[src/design/lsm_pkg.sv]
// Package: types, constants and tables for the log-softmax-at-index unit.
`default_nettype none
package lsm_pkg;
    localparam int unsigned VOCAB_MAX = 262144;
    localparam int unsigned CNT_W     = $clog2(VOCAB_MAX + 1);
    localparam int unsigned SUM_W     = 34;
    localparam logic [23:0] LN2_Q24   = 24'd11629080;

    typedef struct packed {
        logic signed [15:0] logit;
        logic [17:0]        target_index;
        logic               last;
    } item_t;

    typedef struct packed {
        logic signed [17:0] log_prob;
        logic               target_missing;
    } result_t;

    typedef struct packed {
        logic signed [15:0] logit;
        logic               last;
        logic               is_target;
    } entry_t;

    // round(65536 * exp(-2^i/256))
    function automatic logic [15:0] exp_tab(input logic [3:0] i);
        logic [15:0] c;
        case (i)
            4'd0:    c = 16'd65280;
            4'd1:    c = 16'd65026;
            4'd2:    c = 16'd64520;
            4'd3:    c = 16'd63520;
            4'd4:    c = 16'd61565;
            4'd5:    c = 16'd57835;
            4'd6:    c = 16'd51039;
            4'd7:    c = 16'd39750;
            4'd8:    c = 16'd24109;
            4'd9:    c = 16'd8869;
            4'd10:   c = 16'd1200;
            4'd11:   c = 16'd22;
            default: c = 16'd0;
        endcase
        return c;
    endfunction
endpackage
`default_nettype wire

[src/design/lsm_fifo.sv]
// Two-entry queue between front and back end.
`default_nettype none
module lsm_fifo (
    input  wire logic            clk,
    input  wire logic            rst_n,
    input  wire logic            push,
    input  wire lsm_pkg::entry_t push_data,
    input  wire logic            pop,
    output lsm_pkg::entry_t      pop_data,
    output logic                 full,
    output logic                 empty
);
    import lsm_pkg::*;

    entry_t      mem_reg [2];
    logic        wr_ptr_reg;
    logic        rd_ptr_reg;
    logic [1:0]  cnt_reg;

    assign full     = cnt_reg == 2'd2;
    assign empty    = cnt_reg == 2'd0;
    assign pop_data = mem_reg[rd_ptr_reg];

    always_ff @(posedge clk)
    begin
        if (push)
            mem_reg[wr_ptr_reg] <= push_data;
    end

    always_ff @(posedge clk or negedge rst_n)
    begin
        if (!rst_n)
        begin
            wr_ptr_reg <= 1'b0;
            rd_ptr_reg <= 1'b0;
            cnt_reg    <= 2'd0;
        end
        else
        begin
            if (push)
                wr_ptr_reg <= !wr_ptr_reg;
            if (pop)
                rd_ptr_reg <= !rd_ptr_reg;
            cnt_reg <= cnt_reg + {1'b0, push} - {1'b0, pop};
        end
    end
endmodule
`default_nettype wire

[config.mk]
export PLATFORM = sky130hd
export DESIGN_NAME = lsm_fifo
export DESIGN_NICKNAME = d
export VERILOG_FILES = /design/src/design/lsm_pkg.sv /design/src/design/lsm_fifo.sv
export SDC_FILE = /design/constraint.sdc
export NUM_CORES = 1
export LEC_CHECK = 0
export BUFFER_PORTS_ARGS = -buffer_cell sky130_fd_sc_hd__buf_2
export CAP_MARGIN = 15
export CORE_MARGIN = 8
export CORE_UTILIZATION = 40
export CTS_CLUSTER_SIZE = 20
export DETAILED_ROUTE_END_ITERATION = 10
export PLACE_DENSITY_LB_ADDON = 0.25
export SYNTH_ARGS = -nofsm -noshare
export SYNTH_HDL_FRONTEND = slang
export SYNTH_SLANG_ARGS = --single-unit
[constraint.sdc]
create_clock -name clk -period 2.3 [get_ports clk]
set_input_delay 0.115 -clock clk [delete_from_list [all_inputs] [get_ports clk]]
set_output_delay 0.115 -clock clk [all_outputs]
set_load 0.01 [all_outputs]
Word-level counts from Yosys, hierarchy flattened

Memories as Yosys holds them, arrays and structs flattened.
Cells that the tools add are included.

Equality and inequality tests: 1
Add/subtract/negate cells: 2
Reductions and logical operators: 3
Muxes and demuxes: 2

Operators by type and width:

| operator           | number |
|---|---|
| $add 2x1->2        | 1 |
| $eq 2x2->1 const B | 1 |
| $logic_not 1->1    | 2 |
| $logic_not 2->1    | 1 |
| $mux 1             | 2 |
| $sub 2x1->2        | 1 |

RAM bits: 36
Memories: 1
Logic and storage cells: 12
Register bits after elaboration: 4
Bits of input ports: 22

Memories:

| memory  | words | bits a word | read ports | clocked after Yosys merged registers in | wr ports | line           | text |
|---|---|---|---|---|---|---|---|
| mem_reg | 2     | 18          | 1          | 0                                       | 1        | lsm_fifo.sv:15 | `entry_t mem_reg [2];` |

Longest topological paths before layout

Word-level depth: 2
Gate-level depth with buffers: 5

Worst setup path after synthesis

No wires, ideal clock.

Path kind: register -> register
Start point: register wr_ptr_reg
End point: memory mem_reg[0][0] (netlist bit), enable pin
Period minus slack after synthesis: 1.621 ns
Library setup time: 0.395 ns
Arrival time: 1.227 ns
Slack: 0.679 ns
Required time: 1.905 ns
Cell stages (with the launch flop): 2
Path buffers: 0
Path through: dfrtp_1 -> nor2b_1

RTL lines:

| what                   | line           | text |
|---|---|---|
| start, declared        | lsm_fifo.sv:16 | `logic wr_ptr_reg;` |
| start signal, assigned | lsm_fifo.sv:41 | `wr_ptr_reg <= !wr_ptr_reg;` |
| end, declared          | lsm_fifo.sv:15 |  |

Straight into the memory's write port.

==> flow_summary_export.csv <==
group,metric,value,unit
run_status,status,"completed",
setup_path,crit_path_start,"rd_ptr_reg$_DFFE_PN0P_",
routing,drtPass1Iterations,3,
synth,synth_xor_area_share,2.67,%
worst_hold_path,holdCritStartpoint,"push_data[5]",
power_and_ir_drop,net-switching-power,0.000624,W
routing,route.detailed.drc,0,
global_route,antenna_found_initial,0,
floorplanning,core,3690,µm²
power_and_ir_drop,internal_power,0.00178,W
power_and_ir_drop,pwr-share-seq,44.8,%
synth,synth_area,1550,µm²
worst_hold_path,hp-class,"in -> reg",
synth,yosysWarningCount,0,
placement,dp_hpwl,1960,µm
timing,rsz0062_at_grt,"no",
setup_path,crit_fanout,14,
synth,synth_top_family_by_area,"multiplexers",
synth,synth_fa_ha_area_share,1.62,%
timing,min_period,1920,ps
timing,holdWs,14.9,ps
placement,portBuffers,41,
placement,dpl-instance-area,1800,µm²
synth,ys_seq_area_share,76.4,%
flow_run,cap_violations,0,
clock_tree,clock_path_buffers,2,
clock_tree,numCtsBuffers,5,
routing,via_per_inst,4.53,
setup_path,worstRegToRegCells,5,
timing,worst_clock_skew,11.3,ps
timing,fmax,0.521,GHz
timing,hold_viol,0,
floorplanning,die_h,78.2,µm
setup_path,end_kind,"output pin",
layout,drive_gt1_share,57.9,%
layout,largest_register_ffs,36,
placement,routabilityCongestion,0.629,
global_route,track_usage,8.82,%
layout,antenna_cells,0,
clock_tree,clock-root-buffer,"clkbuf_8",
global_route,grt_pass1_vias,891,
timing,final-setup-viol-count,0,
clock_tree,cts.clk_slew.worst_paths,80,ps
routing,avgRoutedWirePerCell,15.4,µm
setup_path,cp-start-kind,"flip-flop",
power_and_ir_drop,p_per_area,1240,nW/µm²
synth,ys_types,13,
synth,synth-compound-area-share,0,%
routing,wirelength,2600,µm
clock_tree,clock_latency,280,ps
timing,finalCritPeriodShare,83.4,%
power_and_ir_drop,comb_power_share,28.5,%
global_route,grt_pass1_wl,4080,µm
synth,synth-seq-cells,40,
routing,drtIter0Drc,38,
setup_path,crit_type,"reg -> out",
clock_tree,cts.hold.buffers_added,1,
clock_tree,cts_setup_buffers,0,
setup_path,r2r_start,"cnt_reg[0]$_DFF_PN0_",
setup_path,required,2180,ps
synth,avgSynthCellArea,21.8,µm²
timing,drv_slew,0,
global_route,overflow,0,
clock_tree,ctsResizeCount,0,
floorplanning,initial_core_util,41.9,%
synth,yosys.area_share.simple,1.46,%
floorplanning,dieArea,6110,µm²
power_and_ir_drop,swShare,26.0,%
layout,syn_to_final_growth,25.7,%
layout,layout.nets,145,
power_and_ir_drop,leakagePower,0.800,nW
setup_path,worstPathArrival,1800,ps
power_and_ir_drop,ir_drop,0.000578,V
power_and_ir_drop,clockPowerShare,26.7,%
clock_tree,cts_sinks,40,
synth,syn_nets,95,
routing,ant_nets,0,
synth,netlist_instances,71,
clock_tree,cts.htree.levels,2,
floorplanning,pin_count,42,
clock_tree,cts_tree,"yes",
timing,worstMarginPinSlew,674,ps
worst_hold_path,min_path_cells,1,
floorplanning,rows,22,
timing,relSlewSlack,55.1,%
synth,synth_mux_area_share,15.3,%
timing,fin_tns_setup,0,ps
global_route,grt_max_degree,15,
layout,fin_area,1940,µm²
floorplanning,die_w,78.2,µm
routing,vias,765,
[power groups by stage]
| stage | Sequential, W | Combinational [W] | Clock (W) |
|---|---|---|---|
| after floorplan | 0.00103 | 0.000541 | 0 |
| after global placement | 0.00108 | 0.000690 | 0 |
| after detailed placement | 0.00109 | 0.000703 | 0 |
| after CTS | 0.00108 | 0.000707 | 0.000663 |
| after global routing | 0.00109 | 0.000744 | 0.000688 |
| final | 0.00108 | 0.000685 | 0.000642 |
[cells in the mapped netlist]
master,n,area [µm²]
xor2_1,2,17.5
nor2_1,1,3.75
inv_1,2,7.51
buf_12,1,20.0
nor2b_1,2,12.5
buf_6,1,11.3
and2_1,1,6.26
mux2_4,9,135
edfxtp_1,36,1080
mux2_2,9,101
dfrtp_1,4,100
ha_1,2,25.0
xor3_1,1,23.8
[area by class of cell]
class                      count  area, µm²
multi-input combinational     27        328
sequential                    40       1180
inverter                       2       7.51
tap                           48       60.1
fill                         326       1750
timing repair buffer          45        238
clock inverter                 2       60.1
clock buffer                   5       68.8
[critical path, stage by stage, from the launching register on]
cell,delay (ps)
dfrtp_1,780
buf_4,300
mux2_4,310
buf_2,140
[through the flow]
stage	worst slack, ps	instances	total power, W	utilization (%)
2_1_floorplan	679	71	0.00157	-
3_3_place_gp	710	161	0.00177	48.9
3_5_place_dp	689	161	0.00180	48.9
4_1_cts	370	169	0.00245	52.7
5_1_grt	306	169	0.00253	52.7
6_report	382	169	0.00240	52.7
[layout by cell type (no fill, tap or decap), drive strengths merged]
master	Yosys	final
mux2	18	18
dfrtp	4	4
edfxtp	36	36
clkbuf	0	5
dlygate4sd3	0	1
bufinv	0	2
xor2	2	2
and2	1	1
nor2b	2	2
nor2	1	1
buf	2	44
ha	2	2
xor3	1	1
inv	2	2
[layer usage]
metal	up-vias	track usage, %	wire length [µm]
met3	5	4.56	214
li1	368	-	-
met5	-	0	0
met4	0	5.00	42
met1	370	7.85	959
met2	22	15.7	1390
[logic make-up after synthesis]
logic type | after synthesis
xor+xnor | 3
fa+ha+maj | 2
buf+inv | 4
flops | 40
mux | 18
simple gates | 4
[final timing paths]
path	end	slack, ps
min reg2reg	wr_ptr_reg$_DFFE_PN0P_	510
min	mem_reg[1][5]$_DFFE_PP_	10
max in group asynchronous	wr_ptr_reg$_DFFE_PN0P_	2010
min in group asynchronous	rd_ptr_reg$_DFFE_PN0P_	170
max	pop_data[15]	380
max reg2reg	cnt_reg[1]$_DFF_PN0_	900
(Power assumes the default switching activity.)
