===== config.mk =====
export PLATFORM = sky130hd
export DESIGN_NAME = lsm_front
export DESIGN_NICKNAME = d
export VERILOG_FILES = /design/src/design/lsm_pkg.sv /design/src/design/lsm_front.sv
export SDC_FILE = /design/constraint.sdc
export NUM_CORES = 1
export LEC_CHECK = 0
export ABC_AREA = 1
export BUFFER_PORTS_ARGS = -buffer_cell sky130_fd_sc_hd__buf_2
export CAP_MARGIN = 25
export CORE_MARGIN = 2
export CORE_UTILIZATION = 25
export DETAILED_ROUTE_END_ITERATION = 16
export SLEW_MARGIN = 5
export SYNTH_ARGS = -nofsm -noshare
export SYNTH_HDL_FRONTEND = slang
export SYNTH_SLANG_ARGS = --single-unit
export TNS_END_PERCENT = 10

===== constraint.sdc =====
create_clock -name clk -period 1.2 [get_ports clk]
set_input_delay 0.12 -clock clk [delete_from_list [all_inputs] [get_ports clk]]
set_output_delay 0.12 -clock clk [all_outputs]
set_load 0.005 [all_outputs]

===== src/design/lsm_pkg.sv =====
// Package: types, constants and tables for the log-softmax-at-index unit.
`default_nettype none
package lsm_pkg;
    localparam int unsigned VOCAB_MAX = 262144;
    localparam int unsigned CNT_W     = $clog2(VOCAB_MAX + 1);
    localparam int unsigned SUM_W     = 34;
    localparam logic [23:0] LN2_Q24   = 24'd11629080;

    typedef struct packed {
        logic signed [15:0] logit;
        logic [17:0]        target_index;
        logic               last;
    } item_t;

    typedef struct packed {
        logic signed [17:0] log_prob;
        logic               target_missing;
    } result_t;

    typedef struct packed {
        logic signed [15:0] logit;
        logic               last;
        logic               is_target;
    } entry_t;

    // round(65536 * exp(-2^i/256))
    function automatic logic [15:0] exp_tab(input logic [3:0] i);
        logic [15:0] c;
        case (i)
            4'd0:    c = 16'd65280;
            4'd1:    c = 16'd65026;
            4'd2:    c = 16'd64520;
            4'd3:    c = 16'd63520;
            4'd4:    c = 16'd61565;
            4'd5:    c = 16'd57835;
            4'd6:    c = 16'd51039;
            4'd7:    c = 16'd39750;
            4'd8:    c = 16'd24109;
            4'd9:    c = 16'd8869;
            4'd10:   c = 16'd1200;
            4'd11:   c = 16'd22;
            default: c = 16'd0;
        endcase
        return c;
    endfunction
endpackage
`default_nettype wire


===== src/design/lsm_front.sv =====
// Front end: takes items, counts elements and marks the target element.
`default_nettype none
module lsm_front (
    input  wire logic          clk,
    input  wire logic          rst_n,
    input  wire logic          item_valid,
    output logic               item_stall,
    input  wire lsm_pkg::item_t item,
    input  wire logic          q_full,
    output logic               q_push,
    output lsm_pkg::entry_t    q_entry
);
    import lsm_pkg::*;

    logic [CNT_W-1:0] count_reg;
    logic [CNT_W-1:0] count_next;
    logic             below_max;

    assign item_stall = q_full;
    assign q_push     = item_valid && !q_full;
    assign below_max  = count_reg < CNT_W'(VOCAB_MAX);

    assign q_entry.logit     = item.logit;
    assign q_entry.last      = item.last;
    assign q_entry.is_target = below_max && (count_reg == CNT_W'(item.target_index));

    always_comb
    begin
        count_next = count_reg;
        if (q_push)
        begin
            if (item.last)
                count_next = '0;
            else if (below_max)
                count_next = count_reg + 1'b1;
        end
    end

    always_ff @(posedge clk or negedge rst_n)
    begin
        if (!rst_n)
            count_reg <= '0;
        else
            count_reg <= count_next;
    end
endmodule
`default_nettype wire


# After elaboration in Yosys (flattened, before gate mapping)
# Cells that the tools add are included.
[classes] eq_ne=1 n_addsub=1 reduce_logical=5 n_lt_le_gt_ge=1 mux=2
[ops] operator="2-to-1 mux 19 bit" n=2
[ops] operator="adder 19 x 1 -> 19 bit, second input constant" n=1
[ops] operator="== test 19 x 18 -> 1 bit" n=1
[ops] operator="< comparator 19 bit, second input constant" n=1
[ops] operator="logical AND 1 bit" n=2
[ops] operator="AND reduction 2 bit" n=1
[ops] operator="nonzero test 2 bit" n=1
[ops] operator="zero test 1 bit" n=1
[totals] regBits=19 wordCells=11

# Logic depth before layout (Yosys ltp)
# Gate-level depths: netlist of run 1.
[logic_depth] depth_word=3 ltp_mapped=9 ltp_nobuf=9

# Worst setup path before layout of run 1
# OpenSTA, ideal clock, no wires.
[synth_path] kind="register to register" start="register count_reg[1]" end="register count_reg[8]" arrival_ps=1164 setup_time_ps=127 t_required_ps=1073 slack_ps=-91 stages_incl_launch_ff=7 cell_sequence="dfrtp_1 > ha_1 > nand3_1 > nor2_4 > nand2_2 > o21ai_1 > a21boi_1"
[synth_via] elab_chain_len=3 elab_cells_between_ends=6
[synth_lines] element="start, declared" line="lsm_front.sv:15" text="logic [CNT_W-1:0] count_reg;"
[synth_lines] element="start signal, assigned" line="lsm_front.sv:44" text="count_reg <= count_next;"
[synth_lines] element="adder 19 x 1 -> 19 bit / < comparator 19 bit (equally long branches)" line="lsm_front.sv:35, lsm_front.sv:21"
[synth_lines] element="2-to-1 mux 19 bit / nonzero test 2 bit (equally long branches)"
[synth_lines] element="2-to-1 mux 19 bit / AND reduction 2 bit (equally long branches)"
# Parallel ways exist; a longest one is shown, timed or not. The select of a mux whose other input is x is not followed.
# A chain may end at the register's enable or synchronous reset.

==> impl_results.rst, run 1 <==
.. list-table::
   :header-rows: 1

   * - Metric
     - Value
   * - Buffers & Inverters on Critical Path
     - 2
   * - Post-layout net count
     - 320
   * - Iteration-0 DRC count of the detailed router
     - 98
   * - Area of the placeable core
     - 6386 sq um
   * - Maximum achievable frequency
     - 670.7 MHz
   * - Post-layout instance area
     - 2076 sq um
   * - Area after DPL
     - 1917 sq um
   * - Worst clock skew on the final layout
     - around 5.1 ps
   * - GRT overflow
     - 0
   * - Slowest CP cell
     - dfrtp_1
   * - Count of placed standard cells in the final layout, fillers left out
     - 356
   * - Number of fill cells
     - about 710
   * - Number of hold-slack violations in the final timing report
     - 0
   * - Layout-stage area growth over the synthesis result
     - 25.40%
   * - H-tree levels
     - 1
   * - Cell count along the critical path
     - 8
   * - Count of distinct cell types in the synthesized netlist
     - 27
   * - Count of state elements after synthesis
     - 19
   * - Vias per cell
     - approximately 4.4
   * - Layout cell share with drive strength beyond 1
     - 39.78%
   * - Leakage dissipation
     - 1.016 nW
   * - Max-slew violation count
     - 0
   * - Class of the tightest hold or removal check
     - in2reg
   * - Most frequent cells in the layout
     - nand2_1 (52), nor2_1 (30), buf_4 (27), buf_2 (26), inv_1 (22)
   * - Post-placement cell count
     - 345
   * - Starting Density
     - 25.92%
   * - Main combinational cell family by area after synthesis
     - simple AND/OR/NAND/NOR gates
   * - Number of placement rows
     - 29
   * - Crit-path leading delay family
     - simple AND/OR/NAND/NOR gates
   * - Clock tree from TritonCTS
     - yes
   * - Detailed Routing Iterations Pass 1
     - 4
   * - Ant diodes
     - 0
   * - Clock tree root buffer cell
     - clkbuf_8
   * - Maximum capacitance violations
     - 0
   * - Post-synth design cell area
     - 1655 sq um
   * - Transition time at the pin with the least slew margin
     - roughly 500 ps
   * - Total via count after detailed routing
     - roughly 1600
   * - Die span in x
     - ~85 um
   * - Fraction of the mapped netlist area in compound gates
     - 7.785%
   * - Total design power
     - approximately 1.6 mW
   * - Instance count of the mapped netlist
     - 239
   * - Setup Slack @ Placement
     - -139.5 ps
   * - WP data required
     - 1080 ps
   * - Cell area power density
     - 774.0 nW/um^2
   * - Commonest non-fill, non-tap cell in the layout
     - nand2_1
   * - Sequential fraction of the synthesis area
     - 28.72%
   * - Largest incremental delay on the critical path
     - 400 ps
   * - Proportion of synthesized area in mux cells
     - 0%
   * - Critical path type
     - reg2out
   * - Critical Path Source Type
     - flip-flop
   * - Clock Power Share
     - roughly 29%
   * - Final cycle utilization of the critical path
     - 124.2%
   * - Ordered cell list for the critical path
     - nand2_1 -> o21ai_0 -> inv_1 -> nand3_1 -> nor2_1 -> nand2_1 -> nor2_1 -> buf_2
   * - Unrepaired setup endpoints after global routing
     - yes
   * - Switching power summed over all nets
     - 0.4932 mW
   * - # IOs
     - slightly below 60
   * - Post-synthesis share of cell area spent on xor and xnor gates
     - under 10%
   * - Final period demand of the worst path
     - 1491 ps
   * - CTS clk-pin slew, worst paths
     - 80 ps
   * - Number of flip-flops in the largest register
     - 19
   * - I/O Buffers
     - 26
   * - Initial antenna violation count
     - 0
   * - Worst hold path depth
     - 4
   * - Routed wire length
     - 4.166 mm
   * - Proportion of power drawn by flip-flops and latches
     - 46.0%
   * - Worst EP arrival
     - 1370 ps
   * - Mean instance size in the synthesized netlist
     - 6.926 sq um
   * - Post-route setup slack
     - -291.0 ps
   * - Flop-to-flop setup slack
     - -210 ps
   * - Post-route DRC violation count
     - 0
   * - Storage element area
     - 479.2 sq um
   * - Peak supply drop
     - 0.0004076 V
   * - Result of the run
     - finished with violations
   * - Routed length per placed instance
     - 11.70 um
   * - Critical path capture point type
     - primary output
   * - Longest Clk Path Bufs
     - 2
   * - Reg2reg path depth
     - 10
   * - Post-Syn Nets
     - 279
   * - Adder and majority gate portion of the synthesized area
     - 0.7559%
   * - DRT antenna net count
     - 0
   * - Largest driver fanout on the critical path
     - 3
   * - Vert. Die Dim
     - 85.37 um
   * - Fraction of power spent switching nets
     - 30.70%
   * - Internal power
     - approximately 1.1 mW
   * - Power share of the combinational group
     - 25.2%
   * - Wire length of the first global-routing pass
     - 7.162 mm
   * - Slew headroom
     - ~68%
   * - Final GP Congestion
     - around 0.9
   * - Post-synthesis simple-gate area fraction
     - around 42%
   * - Synthesis warning total
     - 0
   * - Clock latency at the later pin of the worst-skew pair
     - ~260 ps
   * - Number of buffers created by CTS
     - 3
   * - Total area of multi-input combinational cells
     - 970.9 sq um
   * - Violations in the final reports
     - negative setup slack
   * - Half-perimeter wire length after detailed placement
     - between 3 and 4 mm
   * - Count of final setup violators
     - 17
   * - Area of the die
     - 7288 sq um
   * - Clk sinks
     - 19
   * - Pin count of the biggest net entering global routing
     - 20
   * - Vias in the first global route
     - 1550
   * - Global-route usage over all layers
     - 12.43%
-- synth_stat cells, drive strengths merged --
| cell type | count | area share, % |
|---|---|---|
| clkinv | 2 | 0.45 |
| nor2 | 47 | 16 |
| a21oi | 7 | 2.1 |
| o21a | 1 | 0.45 |
| inv | 29 | 6.6 |
| a21boi | 2 | 0.91 |
| o21ai | 11 | 3.6 |
| buf | 20 | 9.1 |
| or2 | 3 | 1.1 |
| xor2 | 4 | 2.1 |
| nand4 | 7 | 2.6 |
| dfrtp | 19 | 29 |
| xnor2 | 4 | 2.1 |
| nor3 | 3 | 0.91 |
| nand2 | 63 | 17 |
| ha | 1 | 0.76 |
| nand3 | 14 | 4.8 |
| a31oi | 2 | 0.76 |
-- path summary, 6_finish.rpt --
check,startpoint,end
min in group asynchronous,rst_n,count_reg[7]
worst min-delay path,item[0],count_reg[1]
worst max register to register,count_reg[0],count_reg[14]
worst max-delay path,count_reg[15],q_entry[0]
max in group asynchronous,rst_n,count_reg[2]
worst min register to register,count_reg[1],count_reg[1]
-- layout make-up --
type                    count  area share (%)
clock buffers               3           1.989
clock inverters             1          0.2411
flip-flops and latches     19           23.09
well taps                  77           4.641
repair buffers             56           17.60
inverters                  31           5.666
multi-input cells         169           46.78
-- power groups by stage --
stage / combinational [mW] / clock, mW / sequential, mW
finish: 0.405 / 0.463 / 0.739
floorplan: 0.257 / 0 / 0.734
global placement: 0.352 / 0 / 0.748
CTS: 0.381 / 0.483 / 0.734
detailed placement: 0.354 / 0 / 0.749
global route: 0.453 / 0.501 / 0.748
-- worst register-to-register path, delay by kind of cell (launching register included) --
family,cells,cell delay (ps)
simple gates,7,590
flops,1,360
fa+ha+maj,1,150
buf+inv,2,200
-- per-stage QoR --
step / setup TNS [ps] / hold WS (ps) / utilization (%)
6_report: -2076 / 204.3 / 32.50
5_1_grt: -3593 / 223.0 / 32.50
4_1_cts: -762.2 / 222.4 / 31.80
3_5_place_dp: -1290 / 102.7 / 30.02
3_3_place_gp: -984.7 / 100.3 / 30.02
2_1_floorplan: -68.82 / -175.6 / -
-- routing by layer --
layer  vias up  GRT usage [%]  part of all wire (%)
met1       705          16.47                    47
met4         0          3.319                  0.89
met3         4          2.821                   5.9
met5         -              0                     0
met2        46          20.38                    46
li1        809              -                     -
-- timing repair --
action	in CTS	in global routing
pin swaps	2	5
buffers inserted	5	1
hold buffers	1	0
endpoints found under the setup margin	16	17
endpoints found under the hold margin	19	0
gates resized for setup	8	10
-- logic make-up (layout without fill, tap and decap cells) --
group | count (synthesis) | in the layout
AO/OA/AOI/OAI | 23 | 23
XOR/XNOR | 8 | 8
adder cells (fa/ha/maj) | 1 | 1
buffers and inverters | 51 | 91
flip-flops | 19 | 19
AND/OR/NAND/NOR | 137 | 137
Power figures use the tool's default switching activity.
==> inputs of run 2 (changes only) <==
--- a/config.mk
+++ b/config.mk
@@ -11,6 +11,8 @@
 export CORE_MARGIN = 2
 export CORE_UTILIZATION = 25
 export DETAILED_ROUTE_END_ITERATION = 16
+export GPL_ROUTABILITY_DRIVEN = 0
+export RECOVER_POWER = 100
 export SLEW_MARGIN = 5
 export SYNTH_ARGS = -nofsm -noshare
 export SYNTH_HDL_FRONTEND = slang
==> run 2 against run 1 <==
Effect of this change:
- largest power group unchanged
- the run still ends with negative setup slack left
- worst hold slack better by 36 ps
- global-route usage did not move
- count of clock-buffer cells in the layout did not move
- core utilization decreased by 0.20 points
==> impl_results.rst, run 2 (same netlist as run 1, synthesis figures left out) <==
.. list-table::
   :header-rows: 1

   * - Metric
     - Value
   * - Starting Density
     - 25.92%
   * - GRT overflow
     - 0
   * - Clock Power Share
     - 28.9%
   * - Largest driver fanout on the critical path
     - 3
   * - Min-Delay Startpoint
     - item[29]
   * - Global-route usage over all layers
     - 12.43%
   * - Clock tree root buffer cell
     - clkbuf_8
   * - Endpoint of the worst hold-timing path
     - q_entry[12]
   * - Longest Clk Path Bufs
     - 2
   * - Wire length of the first global-routing pass
     - 7.162 mm
   * - Slowest CP cell
     - dfrtp_1
   * - Max-slew violation count
     - 0
   * - Post-route setup slack
     - -291.0 ps
   * - CTS clk-pin slew, worst paths
     - 80 ps
   * - Power share of the combinational group
     - 25.0%
   * - Number of placement rows
     - 29
   * - Final cycle utilization of the critical path
     - 124.2%
   * - Pin count of the biggest net entering global routing
     - 20
   * - Switching power summed over all nets
     - slightly below 0.5 mW
   * - Maximum capacitance violations
     - 0
   * - Ordered cell list for the critical path
     - nand2_1 -> o21ai_0 -> inv_1 -> nand3_1 -> nor2_1 -> nand2_1 -> nor2_1 -> buf_2
   * - Critical Path Source Type
     - flip-flop
   * - Number of buffers created by CTS
     - 3
   * - Total via count after detailed routing
     - 1564
   * - Number of hold-slack violations in the final timing report
     - 0
   * - Violations in the final reports
     - negative setup slack
   * - Class of the tightest hold or removal check
     - in2out
   * - Worst R2R End
     - count_reg[14]
   * - Clock latency at the later pin of the worst-skew pair
     - 260 ps
   * - Unrepaired setup endpoints after global routing
     - yes
   * - Layout-stage area growth over the synthesis result
     - 24.64%
   * - Area of the placeable core
     - approximately 6400 sq um
   * - # IOs
     - between 50 and 60
   * - Die span in x
     - 85.37 um
   * - Reg2reg path depth
     - 10
   * - WP data required
     - 1080 ps
   * - Half-perimeter wire length after detailed placement
     - 3.265 mm
   * - Clk sinks
     - 19
   * - Worst hold path depth
     - 0
   * - Critical path capture point type
     - primary output
   * - Layout cell share with drive strength beyond 1
     - 39.07%
   * - Routed wire length
     - 4.177 mm
   * - Vias in the first global route
     - 1550
   * - Post-route DRC violation count
     - 0
   * - Worst EP arrival
     - 1370 ps
   * - Commonest non-fill, non-tap cell in the layout
     - nand2_1
   * - Detailed Routing Iterations Pass 1
     - 4
   * - Number of flip-flops in the largest register
     - 19
   * - Final period demand of the worst path
     - 1491 ps
   * - DRT antenna net count
     - 0
   * - Post-layout instance area
     - 2063 sq um
   * - Count of final setup violators
     - 17
   * - Critical path type
     - reg2out
   * - Internal power
     - 1.111 mW
   * - Proportion of power drawn by flip-flops and latches
     - 46.1%
   * - Routed length per placed instance
     - 11.73 um
   * - Clock tree from TritonCTS
     - yes
   * - I/O Buffers
     - 26
   * - Number of fill cells
     - slightly above 700
   * - Post-layout net count
     - 320
   * - Result of the run
     - finished with violations
   * - Area of the die
     - approximately 7300 sq um
   * - Cell area power density
     - just under 800 nW/um^2
   * - Worst clock skew on the final layout
     - 5.169 ps
   * - Maximum achievable frequency
     - 670.7 MHz
   * - Leakage dissipation
     - slightly above 1 nW
   * - H-tree levels
     - 1
   * - Most frequent cells in the layout
     - nand2_1 (53), nor2_1 (30), buf_4 (27), buf_2 (24), inv_1 (22)
   * - Slew headroom
     - between 60 and 70%
   * - Largest incremental delay on the critical path
     - approximately 400 ps
   * - Flop-to-flop setup slack
     - -220 ps
   * - Ant diodes
     - 0
   * - Vias per cell
     - 4.393
   * - Startpoint of the lowest-slack register-to-register path
     - count_reg[0]
   * - Transition time at the pin with the least slew margin
     - 541.8 ps
   * - Initial antenna violation count
     - 0
   * - Iteration-0 DRC count of the detailed router
     - 98
   * - Area after DPL
     - ~1900 sq um
   * - Vert. Die Dim
     - 85.37 um
   * - Total negative slack
     - -2212 ps
   * - Peak supply drop
     - 0.0004074 V
   * - Fraction of power spent switching nets
     - 30.67%
-- run 2: changes by cell type in the layout (fill, tap and decap cells not counted), sizes merged --
cell    previous run  this run
buf               55        53
clkbuf             3         5
-- run 2: final cells by class --
type / instances / area, sq um / area share, %
Tap cell: 77 / 96.34 / 4.669
Sequential cell: 19 / 479.2 / 23.23
Timing Repair Buffer: 56 / 364.1 / 17.65
Multi-Input combinational cell: 169 / 959.7 / 46.51
Inverter: 31 / 117.6 / 5.700
Clock buffer: 3 / 41.29 / 2.001
Clock inverter: 1 / 5.005 / 0.2426
-- run 2: power groups by stage --
stage	Combinational (mW)	Sequential [mW]	Clock (mW)
floorplan	0.257	0.734	0
global placement	0.352	0.748	0
detailed placement	0.354	0.749	0
CTS	0.381	0.734	0.483
global route	0.449	0.748	0.501
finish	0.401	0.739	0.463
-- run 2: routing by layer --
metal	track usage (%)	wire [um]	part of all wire, %	vias up
li1	-	-	-	809
met1	16.47	1966	47	705
met2	20.38	1927	46	46
met3	2.821	247	5.9	4
met4	3.319	37	0.89	0
met5	0	0	0	-
-- run 2: stage by stage --
stage	hold WS, ps	worst slack [ps]	util (%)	total power [mW]	cells
global placement	100.3	-121.9	30.02	1.100	345
floorplan	-175.6	-32.93	-	0.9912	239
finish	240.0	-291.0	32.31	1.602	356
global route	240.0	-407.5	32.31	1.698	356
CTS	222.4	-292.0	31.80	1.598	355
detailed placement	102.7	-139.5	30.02	1.104	345
-- run 2: worst max-delay path, delay by kind of cell (launching register included) --
family                 cells  cell delay [ps]
AO/OA/AOI/OAI              1               70
buffers and inverters      2              160
flip-flops                 1              400
AND/OR/NAND/NOR            5              470
-- run 2: how the worst max path moves through the flow --
stage                       start            end  slack, ps  cells past startpoint
finish              count_reg[15]     q_entry[0]       -290                      8
floorplan            count_reg[1]   count_reg[8]        -30                      6
detailed placement   count_reg[0]  count_reg[17]       -140                      8
global placement     count_reg[0]  count_reg[17]       -120                      8
global route         count_reg[0]     q_entry[0]       -410                      9
CTS                 count_reg[14]     q_entry[0]       -290                      7
-- run 2: timing repair --
action                                  in CTS  in global routing
resized for setup                            8                 10
pin swaps                                    2                  5
buffers inserted                             5                  1
endpoints found under the setup margin      16                 17
endpoints found under the hold margin       19                  0
hold buffers                                 1                  0
==> inputs of run 3 (changes only) <==
--- a/config.mk
+++ b/config.mk
@@ -13,6 +13,7 @@
 export DETAILED_ROUTE_END_ITERATION = 16
 export GPL_ROUTABILITY_DRIVEN = 0
 export RECOVER_POWER = 100
+export SKIP_CTS_REPAIR_TIMING = 1
 export SLEW_MARGIN = 5
 export SYNTH_ARGS = -nofsm -noshare
 export SYNTH_HDL_FRONTEND = slang
==> run 3 against run 2 <==
Effect of this change:
- the flow still finishes with violations (negative setup slack)
- worst hold slack unchanged
- via count up 0.64%
- non-clock buffer count down 1
- power down 1.3%
- highest routed layer unchanged
- register-to-register slack better by 80 ps
- clock skew down 0.85 ps
- global-route usage down 0.18 points
- routed wire length up 0.19%
==> impl_results.rst, run 3 (same netlist as run 1, synthesis figures left out) <==
.. list-table::
   :header-rows: 1

   * - Metric
     - Value
   * - Number of hold-slack violations in the final timing report
     - 0
   * - Iteration-0 DRC count of the detailed router
     - 114
   * - Vert. Die Dim
     - ~85 um
   * - Worst EP arrival
     - 1390 ps
   * - Vias in the first global route
     - roughly 1500
   * - Layout-stage area growth over the synthesis result
     - 23.89%
   * - Clock latency at the later pin of the worst-skew pair
     - 260 ps
   * - Layout cell share with drive strength beyond 1
     - 39.21%
   * - Maximum capacitance violations
     - 0
   * - Flop-to-flop setup slack
     - -140 ps
   * - Worst hold slack
     - 240.0 ps
   * - Leakage dissipation
     - 1.017 nW
   * - Wire length of the first global-routing pass
     - approximately 7 mm
   * - Vias per cell
     - 4.434
   * - Maximum achievable frequency
     - 664.1 MHz
   * - Clock tree root buffer cell
     - clkbuf_8
   * - Commonest non-fill, non-tap cell in the layout
     - nand2_1
   * - Met1 routed wirelength after detailed routing
     - 1.948 mm
   * - Die span in x
     - 85.37 um
   * - Final period demand of the worst path
     - 1506 ps
   * - Total via count after detailed routing
     - 1574
   * - Critical path startpoint
     - count_reg[6]
   * - Number of flip-flops in the largest register
     - 19
   * - Result of the run
     - finished with violations
   * - Min-Delay Startpoint
     - item[29]
   * - Total design power
     - 1.581 mW
   * - Number of buffers created by CTS
     - 3
   * - Count of placed standard cells in the final layout, fillers left out
     - 355
   * - Global-route usage over all layers
     - 12.25%
   * - Area of the die
     - between 7000 and 8000 sq um
   * - Ant diodes
     - 0
   * - H-tree levels
     - 1
   * - Number of placement rows
     - 29
   * - Count of final setup violators
     - 17
   * - Max-slew violation count
     - 0
   * - Total negative slack
     - -1713 ps
   * - Top Metal Used
     - met4
   * - Post-layout net count
     - 319
   * - Transition time at the pin with the least slew margin
     - 548.1 ps
   * - Area of the placeable core
     - 6386 sq um
   * - Class of the tightest hold or removal check
     - in2out
   * - Longest Clk Path Bufs
     - 2
   * - Unrepaired setup endpoints after global routing
     - yes
   * - Critical Path Source Type
     - flip-flop
   * - Clock tree from TritonCTS
     - yes
   * - Pin count of the biggest net entering global routing
     - 20
   * - Final cycle utilization of the critical path
     - 125.5%
   * - Detailed Routing Iterations Pass 1
     - 4
   * - Half-perimeter wire length after detailed placement
     - 3.265 mm
   * - Critical path type
     - reg2out
   * - DRT antenna net count
     - 0
   * - Detailed route wirelength on metal3
     - 236 um
   * - Initial antenna violation count
     - 0
   * - Clk sinks
     - 19
   * - Most frequent cells in the layout
     - nand2_1 (53), nor2_1 (29), buf_4 (27), buf_2 (24), inv_1 (21)
   * - Post-route DRC violation count
     - 0
   * - Reg2reg path depth
     - 9
   * - Critical path capture point type
     - primary output
   * - Startpoint of the lowest-slack register-to-register path
     - count_reg[0]
   * - # IOs
     - 59
   * - Peak supply drop
     - 0.0004074 V
   * - Cell area power density
     - 770.8 nW/um^2
   * - Met2 WL post-DR
     - 1.937 mm
   * - Violations in the final reports
     - negative setup slack
   * - Largest driver fanout on the critical path
     - 4
   * - Worst hold path depth
     - 0
   * - Starting Density
     - between 20% and 30%
   * - Worst clock skew on the final layout
     - 4.320 ps
   * - CTS clk-pin slew, worst paths
     - 80 ps
   * - Post-route setup slack
     - -305.8 ps
   * - GRT overflow
     - 0
   * - I/O Buffers
     - 26
   * - Post-placement cell count
     - 345
   * - Worst R2R End
     - count_reg[10]
   * - Routed length per placed instance
     - 11.79 um
   * - Slew headroom
     - 63.46%
   * - Endpoint of the worst hold-timing path
     - q_entry[12]
   * - Routed wire length
     - 4.185 mm
   * - WP data required
     - 1080 ps
[run 3: metrics by stage]
| step | setup slack (ps) | util (%) | area [sq um] |
|---|---|---|---|
| floorplan | -32.93 | - | 1668 |
| global placement | -121.9 | 30.02 | 1917 |
| detailed placement | -139.5 | 30.02 | 1917 |
| CTS | -354.7 | 30.74 | 1963 |
| global route | -418.9 | 32.11 | 2051 |
| finish | -305.8 | 32.11 | 2051 |
[run 3: cell type report]
type / instances / area [sq um]
flip-flops and latches: 19 / 478.0
repair buffers: 55 / 352.8
fillers: 715 / 4335
well taps: 77 / 96.34
clock buffers: 3 / 41.29
multi-input cells: 169 / 960.9
inverters: 31 / 116.4
clock inverters: 1 / 5.005
[run 3: worst max path at each step]
stage                          endpoint  slack (ps)  depth (start not counted)
after detailed placement  count_reg[17]        -140                          8
after global routing         q_entry[0]        -420                          9
after CTS                    q_entry[0]        -350                          9
after global placement    count_reg[17]        -120                          8
after floorplan            count_reg[8]         -30                          6
final                        q_entry[0]        -310                          5
[run 3: metal layers]
layer | vias up | track usage, %
met5 | - | 0
met4 | 0 | 3.175
met3 | 8 | 3.307
met2 | 50 | 19.89
met1 | 709 | 16.11
li1 | 807 | -
[run 3: critical path, stage by stage (launching register included)]
cell and delay, ps:
dfrtp_1 450, xor2_1 180, nor3_1 190, nand2_1 110, nor2_1 80, buf_2 110
[run 3: power by group]
group          switching [mW]  internal (mW)  total (mW)  leakage (nW)
Sequential             0.0555          0.682       0.738         0.257
Combinational           0.198          0.180       0.378         0.734
Clock                   0.234          0.231       0.465        0.0255
Total                   0.487           1.09        1.58          1.02
